**src/rtl/core/u8u16_pkg.sv**
```systemverilog
// ----------------------------------------------------------------------------
// u8u16_pkg: shared types and helpers for the UTF-8 to UTF-16 transcoder
// Lead byte classification, single-byte decode and the batch of code units
// handed from the decoder to the output queue.
// ----------------------------------------------------------------------------
`default_nettype none

package u8u16_pkg;

  // code unit emitted for an invalid or cut-off sequence ('#')
  localparam logic [15:0] HASH_UNIT  = 16'h0023;
  // first codepoint that needs a surrogate pair
  localparam logic [20:0] CP_PLANE1  = 21'h010000;
  localparam logic [15:0] HIGH_SURR  = 16'hD800;
  localparam logic [15:0] LOW_SURR   = 16'hDC00;
  // most code units one input byte can produce
  localparam int unsigned MAX_UNITS  = 3;

  // up to three code units from one transaction, unit 0 goes out first
  typedef struct packed {
    logic [MAX_UNITS-1:0][15:0] units;
    logic [1:0]                 count;
    logic                       last;
  } batch_t;

  // sequence length from the top five bits of a lead byte, 0 when invalid
  function automatic logic [2:0] lead_len(input logic [7:0] b);
    logic [2:0] len;
    if (!b[7]) begin
      len = 3'd1;
    end else if (b[7:5] == 3'b110) begin
      len = 3'd2;
    end else if (b[7:4] == 4'b1110) begin
      len = 3'd3;
    end else if (b[7:3] == 5'b11110) begin
      len = 3'd4;
    end else begin
      len = 3'd0;
    end
    return len;
  endfunction

  // a byte decoded on its own: ascii passes, anything else is '#'
  function automatic logic [15:0] single_unit(input logic [7:0] b);
    logic [15:0] u;
    if (!b[7]) begin
      u = {8'h00, b};
    end else begin
      u = HASH_UNIT;
    end
    return u;
  endfunction

endpackage

`default_nettype wire

```
**src/rtl/core/u8u16_decoder.sv**
```systemverilog
// ----------------------------------------------------------------------------
// u8u16_decoder: sequence state and code unit generation
// Holds the open multi-byte sequence and turns each registered byte into a
// batch of zero to three UTF-16 code units; state moves on when the batch is
// taken by the output queue.
// ----------------------------------------------------------------------------
`default_nettype none

module u8u16_decoder
  import u8u16_pkg::*;
(
  input  wire logic       clk,
  input  wire logic       rst,
  input  wire logic [7:0] in_byte,
  input  wire logic       end_of_string,
  input  wire logic       advance,
  output batch_t          batch
);

  // open sequence: held bytes have no reset, only written entries are read
  logic [2:0][7:0] held_bytes;
  logic [2:0]      sequence_length;
  logic [1:0]      bytes_held;

  logic [2:0]      sequence_length_next;
  logic [1:0]      bytes_held_next;
  logic            hold_en;

  logic [7:0]      b_lead;
  logic [7:0]      b1;
  logic [7:0]      b2;
  logic [2:0]      lead_l;
  logic [2:0]      n_bytes;
  logic [20:0]     cp;
  logic [20:0]     cp_off;
  logic            needs_pair;
  logic [15:0]     full_u0;
  logic [15:0]     full_u1;
  logic [1:0]      full_cnt;

  // window over held bytes plus the new byte
  always_comb begin
    b_lead  = (bytes_held == 2'd0) ? in_byte : held_bytes[0];
    b1      = (bytes_held == 2'd1) ? in_byte : held_bytes[1];
    b2      = (bytes_held == 2'd2) ? in_byte : held_bytes[2];
    lead_l  = lead_len(b_lead);
    n_bytes = {1'b0, bytes_held} + 3'd1;
  end

  // codepoint of a complete sequence
  always_comb begin
    unique case (lead_l)
      3'd2:    cp = {10'd0, b_lead[4:0], b1[5:0]};
      3'd3:    cp = {5'd0, b_lead[3:0], b1[5:0], b2[5:0]};
      3'd4:    cp = {b_lead[2:0], b1[5:0], b2[5:0], in_byte[5:0]};
      default: cp = {13'd0, b_lead};
    endcase
  end

  // surrogate split for codepoints above the basic plane
  always_comb begin
    needs_pair = |cp[20:16];
    cp_off     = cp - CP_PLANE1;
    if (needs_pair) begin
      full_u0  = HIGH_SURR + {5'd0, cp_off[20:10]};
      full_u1  = LOW_SURR + {6'd0, cp_off[9:0]};
      full_cnt = 2'd2;
    end else begin
      full_u0  = cp[15:0];
      full_u1  = HASH_UNIT;
      full_cnt = 2'd1;
    end
  end

  // batch and next state
  always_comb begin
    batch.units          = {HASH_UNIT, HASH_UNIT, HASH_UNIT};
    batch.count          = 2'd0;
    batch.last           = end_of_string;
    sequence_length_next = sequence_length;
    bytes_held_next      = bytes_held;
    hold_en              = 1'b0;
    if (end_of_string) begin
      sequence_length_next = 3'd0;
      bytes_held_next      = 2'd0;
      if (bytes_held == 2'd0) begin
        batch.units[0] = single_unit(in_byte);
        batch.count    = 2'd1;
      end else if (lead_l >= 3'd2 && lead_l <= n_bytes) begin
        batch.units[0] = full_u0;
        batch.units[1] = full_u1;
        batch.count    = full_cnt;
      end else begin
        // cut-off lead gives '#', the bytes after it are decoded again
        batch.units[0] = HASH_UNIT;
        case (bytes_held)
          2'd1: begin
            batch.units[1] = single_unit(in_byte);
            batch.count    = 2'd2;
          end
          2'd2: begin
            if (lead_len(held_bytes[1]) == 3'd2) begin
              batch.units[1] = {5'd0, held_bytes[1][4:0], in_byte[5:0]};
              batch.count    = 2'd2;
            end else begin
              batch.units[1] = single_unit(held_bytes[1]);
              batch.units[2] = single_unit(in_byte);
              batch.count    = 2'd3;
            end
          end
          default: begin
            batch.units[1] = single_unit(held_bytes[1]);
            batch.units[2] = single_unit(held_bytes[2]);
            batch.count    = 2'd3;
          end
        endcase
      end
    end else if (bytes_held == 2'd0) begin
      if (lead_l <= 3'd1) begin
        batch.units[0] = single_unit(in_byte);
        batch.count    = 2'd1;
      end else begin
        hold_en              = 1'b1;
        sequence_length_next = lead_l;
        bytes_held_next      = 2'd1;
      end
    end else if (n_bytes >= sequence_length || bytes_held == 2'd3) begin
      batch.units[0]       = full_u0;
      batch.units[1]       = full_u1;
      batch.count          = full_cnt;
      sequence_length_next = 3'd0;
      bytes_held_next      = 2'd0;
    end else begin
      hold_en         = 1'b1;
      bytes_held_next = bytes_held + 2'd1;
    end
  end

  // control state
  always_ff @(posedge clk) begin
    if (rst) begin
      sequence_length <= 3'd0;
      bytes_held      <= 2'd0;
    end else if (advance) begin
      sequence_length <= sequence_length_next;
      bytes_held      <= bytes_held_next;
    end
  end

  // held bytes, written at the next free entry
  always_ff @(posedge clk) begin
    if (advance && hold_en) begin
      case (bytes_held)
        2'd0:    held_bytes[0] <= in_byte;
        2'd1:    held_bytes[1] <= in_byte;
        default: held_bytes[2] <= in_byte;
      endcase
    end
  end

endmodule

`default_nettype wire

```
**src/rtl/core/u8u16_unit_queue.sv**
```systemverilog
// ----------------------------------------------------------------------------
// u8u16_unit_queue: result register and code unit serializer
// Holds one batch of up to three code units and sends them one per
// transaction; a new batch loads as the last unit of the old one leaves.
// ----------------------------------------------------------------------------
`default_nettype none

module u8u16_unit_queue
  import u8u16_pkg::*;
(
  input  wire logic        clk,
  input  wire logic        rst,
  input  wire logic        load,
  input  wire batch_t      batch,
  output logic             load_ok,
  output logic             m_axis_tvalid,
  input  wire logic        m_axis_tready,
  output logic [15:0]      m_axis_tdata,   // code_unit[15:0]
  output logic             m_axis_tlast    // final_unit
);

  logic [MAX_UNITS-1:0][15:0] units;
  logic [1:0]                 count;
  logic                       last;

  // free when empty or when the final unit goes out this cycle
  assign load_ok = (count == 2'd0) || (count == 2'd1 && m_axis_tready);

  // count and flag
  always_ff @(posedge clk) begin
    if (rst) begin
      count <= 2'd0;
      last  <= 1'b0;
    end else if (load) begin
      count <= batch.count;
      last  <= batch.last;
    end else if (m_axis_tvalid && m_axis_tready) begin
      count <= count - 2'd1;
    end
  end

  // unit payload, shifted toward unit 0 as units leave
  always_ff @(posedge clk) begin
    if (load) begin
      units <= batch.units;
    end else if (m_axis_tvalid && m_axis_tready) begin
      units[0] <= units[1];
      units[1] <= units[2];
    end
  end

  // master side
  assign m_axis_tvalid = (count != 2'd0);
  assign m_axis_tdata  = units[0];
  assign m_axis_tlast  = last && (count == 2'd1);

endmodule

`default_nettype wire

```
**src/rtl/core/utf8_to_utf16_transcoder.sv**
```systemverilog
// A byte taken in is decoded into the result register when it advances; its
// first code unit is offered from then on. One byte per cycle while each byte
// yields at most one unit and the output is ready; the result register sends
// one unit per cycle while not stalled, so a byte giving several units holds
// the input until its last unit leaves. Reset (rst, synchronous) empties the
// input and result registers and closes any open sequence.
// ----------------------------------------------------------------------------
// utf8_to_utf16_transcoder: streaming UTF-8 to UTF-16 conversion
// Input register, sequence decoder and serializing result register; the
// last byte of a string flags the last code unit it produces.
// ----------------------------------------------------------------------------
`default_nettype none

module utf8_to_utf16_transcoder
  import u8u16_pkg::*;
(
  input  wire logic        clk,
  input  wire logic        rst,
  input  wire logic        s_axis_tvalid,
  output logic             s_axis_tready,
  input  wire logic [7:0]  s_axis_tdata,   // in_byte[7:0]
  input  wire logic        s_axis_tlast,   // end_of_string
  output logic             m_axis_tvalid,
  input  wire logic        m_axis_tready,
  output logic [15:0]      m_axis_tdata,   // code_unit[15:0]
  output logic             m_axis_tlast    // final_unit
);

  logic       in_valid;
  logic [7:0] in_byte;
  logic       in_eos;
  logic       advance;
  logic       load_ok;
  batch_t     batch;

  // byte moves on once its units fit in the result register
  assign advance       = in_valid && load_ok;
  assign s_axis_tready = !in_valid || advance;

  // input register control
  always_ff @(posedge clk) begin
    if (rst) begin
      in_valid <= 1'b0;
    end else if (s_axis_tvalid && s_axis_tready) begin
      in_valid <= 1'b1;
    end else if (advance) begin
      in_valid <= 1'b0;
    end
  end

  // input register payload
  always_ff @(posedge clk) begin
    if (s_axis_tvalid && s_axis_tready) begin
      in_byte <= s_axis_tdata;
      in_eos  <= s_axis_tlast;
    end
  end

  u8u16_decoder u_decoder (
    .clk           (clk),
    .rst           (rst),
    .in_byte       (in_byte),
    .end_of_string (in_eos),
    .advance       (advance),
    .batch         (batch)
  );

  u8u16_unit_queue u_queue (
    .clk           (clk),
    .rst           (rst),
    .load          (advance),
    .batch         (batch),
    .load_ok       (load_ok),
    .m_axis_tvalid (m_axis_tvalid),
    .m_axis_tready (m_axis_tready),
    .m_axis_tdata  (m_axis_tdata),
    .m_axis_tlast  (m_axis_tlast)
  );

endmodule

`default_nettype wire

```
**config.mk**
```make
export PLATFORM = sky130hd
export DESIGN_NAME = utf8_to_utf16_transcoder
export DESIGN_NICKNAME = d
export VERILOG_FILES = /design/src/rtl/core/u8u16_pkg.sv /design/src/rtl/core/u8u16_decoder.sv /design/src/rtl/core/u8u16_unit_queue.sv /design/src/rtl/core/utf8_to_utf16_transcoder.sv
export SDC_FILE = /design/constraint.sdc
export NUM_CORES = 1
export LEC_CHECK = 0
export BUFFER_PORTS_ARGS = -buffer_cell sky130_fd_sc_hd__buf_2
export CAP_MARGIN = 20
export CORE_MARGIN = 4
export CORE_UTILIZATION = 62
export DETAILED_ROUTE_END_ITERATION = 8
export PLACE_DENSITY = 0.78
export SYNTH_ARGS = -nofsm -noshare
export SYNTH_HDL_FRONTEND = slang
export SYNTH_HIERARCHICAL = 1
export SYNTH_SLANG_ARGS = --single-unit
```
**constraint.sdc**
```tcl
create_clock -name clk -period 4.43 [get_ports clk]
set_clock_uncertainty 0.1 [all_clocks]
set_input_delay 0.886 -clock clk [delete_from_list [all_inputs] [get_ports clk]]
set_output_delay 0.886 -clock clk [all_outputs]
set_load 0.05 [all_outputs]
```
==> results_dict.tcl <==
set metrics [dict create \
    async_reset_ff_frac 0 \
    routed_wl_um 14600 \
    seqCellArea_mm2 0.00261 \
    syn_inst 502 \
    cts_resized 0 \
    slew_violations 0 \
    port_buffers 31 \
    dp_hpwl_um 10800 \
    switchingPower_w 0.000770 \
    routedWlPerCell_um 23.1 \
    whs_ns 0.384 \
    grt_overflow_total 0 \
    final-hold-violation-count 0 \
    swShare 0.337 \
    die-area_mm2 0.0104 \
    grt_pass1_wl_um 22700 \
    multi_input_area_mm2 0.00246 \
    root_buffer "clkbuf_8" \
    max_cap_viol_count 0 \
    pwr-share-seq 0.479 \
    synth.avg_cell_area_um2 11.0 \
    dieHeight_um 102 \
    core_area_mm2 0.00868 \
    numCtsBuffers 9 \
    start_util 0.634 \
    antenna_found_initial 0 \
    start_kind "register" \
    timing.final.ws_setup_ns 0.270 \
    first_pass_iters 6 \
    critPathCaptureType "register" \
    grt_max_degree 33 \
    rsz0062_at_grt "no" \
    ctsHtreeMaxLevel 3 \
    hp-class "reg -> reg" \
    synth-edff-count 81 \
    p_int_w 0.00152 \
    rows 34 \
    ir_worst_vdd_uv 323 \
    cts_hold_buf 0 \
    worstMarginPinSlew_ns 0.753 \
    setup_tns_ns 0 \
    clk_pin_slew_ns 0.10 \
    place_ws_ns 0.368 \
    crit_type "reg -> reg" \
    post-cts-setup-buffer-count 0 \
    drive_gt1_frac 0.243 \
    combinationalPowerShare 0.272 \
    fillCellCount 706 \
    final_util 0.671 \
    via_count 4261 \
    cts.sinks 90 \
    drt_iter0_drc 546 \
    vias_per_cell 6.72 \
    finalCritPeriodShare 0.939 \
    power_density_mw_per_mm2 393 \
    grt_usage 0.292 \
    cp.arrival_ns 4.30 \
    period_needed_ns 4.16 \
    fmax_ghz 0.240 \
    ys_types 72 \
    gp_congestion 1.08 \
    drc_errors 0 \
    status "complete, no violations" \
    yosysSeqAreaShare 0.475 \
    yosysWarnings 6 \
    p_leak_nw 2.05 \
    areaGrowthSynthToFinish_pct 5.87 \
    slew_headroom 0.498 \
    ys_seq_elements 90 \
    syn_area_mm2 0.00550 \
    num_io_pins 32 \
    worstPathRequired_ns 4.57 \
    power_frac_clock 0.249 \
    fin_nets 547 \
    ctsLongestPathBuffers 2 \
    cp_max_fo 12 \
    setup_viol 0 \
    antenna_left 0 \
    diodes 0 \
    cts_tree "done" \
    first_global_vias 4080 \
    insertion_delay_ns 0.36 \
    synth_ff_type "edfxtp_1" \
    die_w_um 102 \
]
==> kinds of logic after synthesis <==
family	count (synthesis)	synth area share
AOI/OAI and AO/OA	131	0.170
xor gates and xnor gates	3	0.00478
adders and majority gates	13	0.0296
buffers and inverters	79	0.0840
DFF	90	0.475
muxes	54	0.109
other	1	0.000682
and+or+nand+nor	131	0.127
==> path summary, 6_finish.rpt <==
| check | startpoint | endpoint | slack [ns] | cells after the start |
|---|---|---|---|---|
| min | u_decoder/sequence_length[2]$_SDFFE_PP0P_ | u_decoder/sequence_length[2]$_SDFFE_PP0P_ | 0.38 | 2 |
| max | u_decoder/bytes_held[0]$_SDFFE_PP0P_ | u_queue/m_axis_tdata[1]$_DFFE_PP_ | 0.27 | 14 |
| min reg2reg | u_decoder/sequence_length[2]$_SDFFE_PP0P_ | u_decoder/sequence_length[2]$_SDFFE_PP0P_ | 0.38 | 2 |
| max reg2reg | u_decoder/bytes_held[0]$_SDFFE_PP0P_ | u_queue/m_axis_tdata[1]$_DFFE_PP_ | 0.27 | 14 |
==> critical path: stages, from the launching register on <==
cell	delay (ns)
dfxtp_1	0.42
inv_1	0.12
ha_1	0.35
nor4bb_2	0.38
o22ai_2	0.19
inv_1	0.24
nand2_1	0.16
ha_1	0.29
o211ai_1	0.16
a21boi_1	0.39
buf_4	0.25
buf_4	0.20
nor3_1	0.09
a221oi_1	0.44
mux2_2	0.24
==> metrics by stage <==
stage / area, um2 / total power (W) / cells
6_report: 5820 / 0.00229 / 634
5_1_grt: 5820 / 0.00238 / 634
4_1_cts: 5820 / 0.00229 / 634
3_5_place_dp: 5620 / 0.00173 / 618
3_3_place_gp: 5620 / 0.00171 / 618
2_1_floorplan: 5530 / 0.00161 / 511
==> layout by cell type, fill, tap and decap left out, types with 4 or more instances in the layout <==
cell type,n
a211oi_1,9
a21oi_1,26
a221oi_1,5
a22o_1,5
a22oi_1,5
a32o_1,4
a32oi_1,5
and2_1,4
buf_2,31
buf_4,22
clkbuf_8,9
conb_1,10
dfxtp_1,9
edfxtp_1,81
ha_1,13
inv_1,22
mux2_2,42
mux2i_1,10
nand2_1,32
nand3_1,5
nand3b_1,6
nand4_1,4
nor2_1,34
nor3_1,11
nor3b_1,5
nor4_1,4
o211ai_1,10
o21a_1,4
o21ai_0,17
o221ai_1,4
o32ai_1,4
or3_1,6
==> power by group through the flow <==
stage	clock network [W]	logic [W]	registers, W
final	0.000569	0.000622	0.00110
after global routing	0.000615	0.000665	0.00110
after CTS	0.000575	0.000615	0.00110
after global placement	0	0.000601	0.00111
after detailed placement	0	0.000613	0.00112
after floorplan	0	0.000522	0.00109
==> registers in the layout, summed over array words and instances (netlist names) <==
| register | count |
|---|---|
| in_eos | 1 |
| u_decoder/held_bytes | 24 |
| in_valid | 1 |
| in_byte | 8 |
| u_queue/count | 2 |
| u_queue/last | 1 |
| u_decoder/sequence_length | 3 |
| u_queue/m_axis_tdata | 16 |
| u_queue/units | 32 |
| u_decoder/bytes_held | 2 |
==> layout make-up <==
cell class              count  share of cell area
repair buffers             53              0.0550
multi-input cells         342               0.423
clock buffers              11              0.0226
clock inverters             5              0.0110
flip-flops and latches     90               0.449
well taps                 108              0.0232
inverters                  25              0.0161
==> routing by layer <==
metal  track usage  up-vias  wire length, um
li1              -     1926                -
met1         0.401     2006             5880
met2         0.454      278             6590
met3        0.0642       51             1650
met4         0.117        0              517
met5             0        -                0
==> cell usage after synthesis (3+ instances only) <==
library cell,number,area [um2]
ha_1,13,163
a221oi_1,5,43.8
a22o_1,5,43.8
mux2i_1,10,100
buf_4,31,233
a32oi_1,5,43.8
a211oi_1,9,67.6
nand3_1,5,25.0
buf_6,5,56.3
a32o_1,4,40.0
o2111ai_1,3,26.3
buf_2,9,45.0
and2_1,4,25.0
or3_1,6,37.5
a21oi_1,26,130
o211ai_1,10,75.1
dfxtp_1,9,180
o21ai_1,3,15.0
a21boi_0,3,22.5
o21a_1,4,30.0
nor3b_1,5,37.5
inv_1,22,82.6
clkbuf_1,9,33.8
a22oi_1,5,37.5
edfxtp_1,81,2430
or2_2,3,18.8
nor4_1,4,25.0
nand4_1,4,25.0
o32ai_1,4,35.0
nand3b_1,6,45.0
mux2_2,42,473
o2bb2ai_1,3,26.3
o21ai_0,17,85.1
nor3_1,11,55.1
o221ai_1,4,35.0
o22ai_1,3,18.8
a221o_1,3,30.0
nand2_1,32,120
nor2_1,34,128
a31oi_1,3,18.8
No activity file was read; power rests on OpenSTA's default activity.
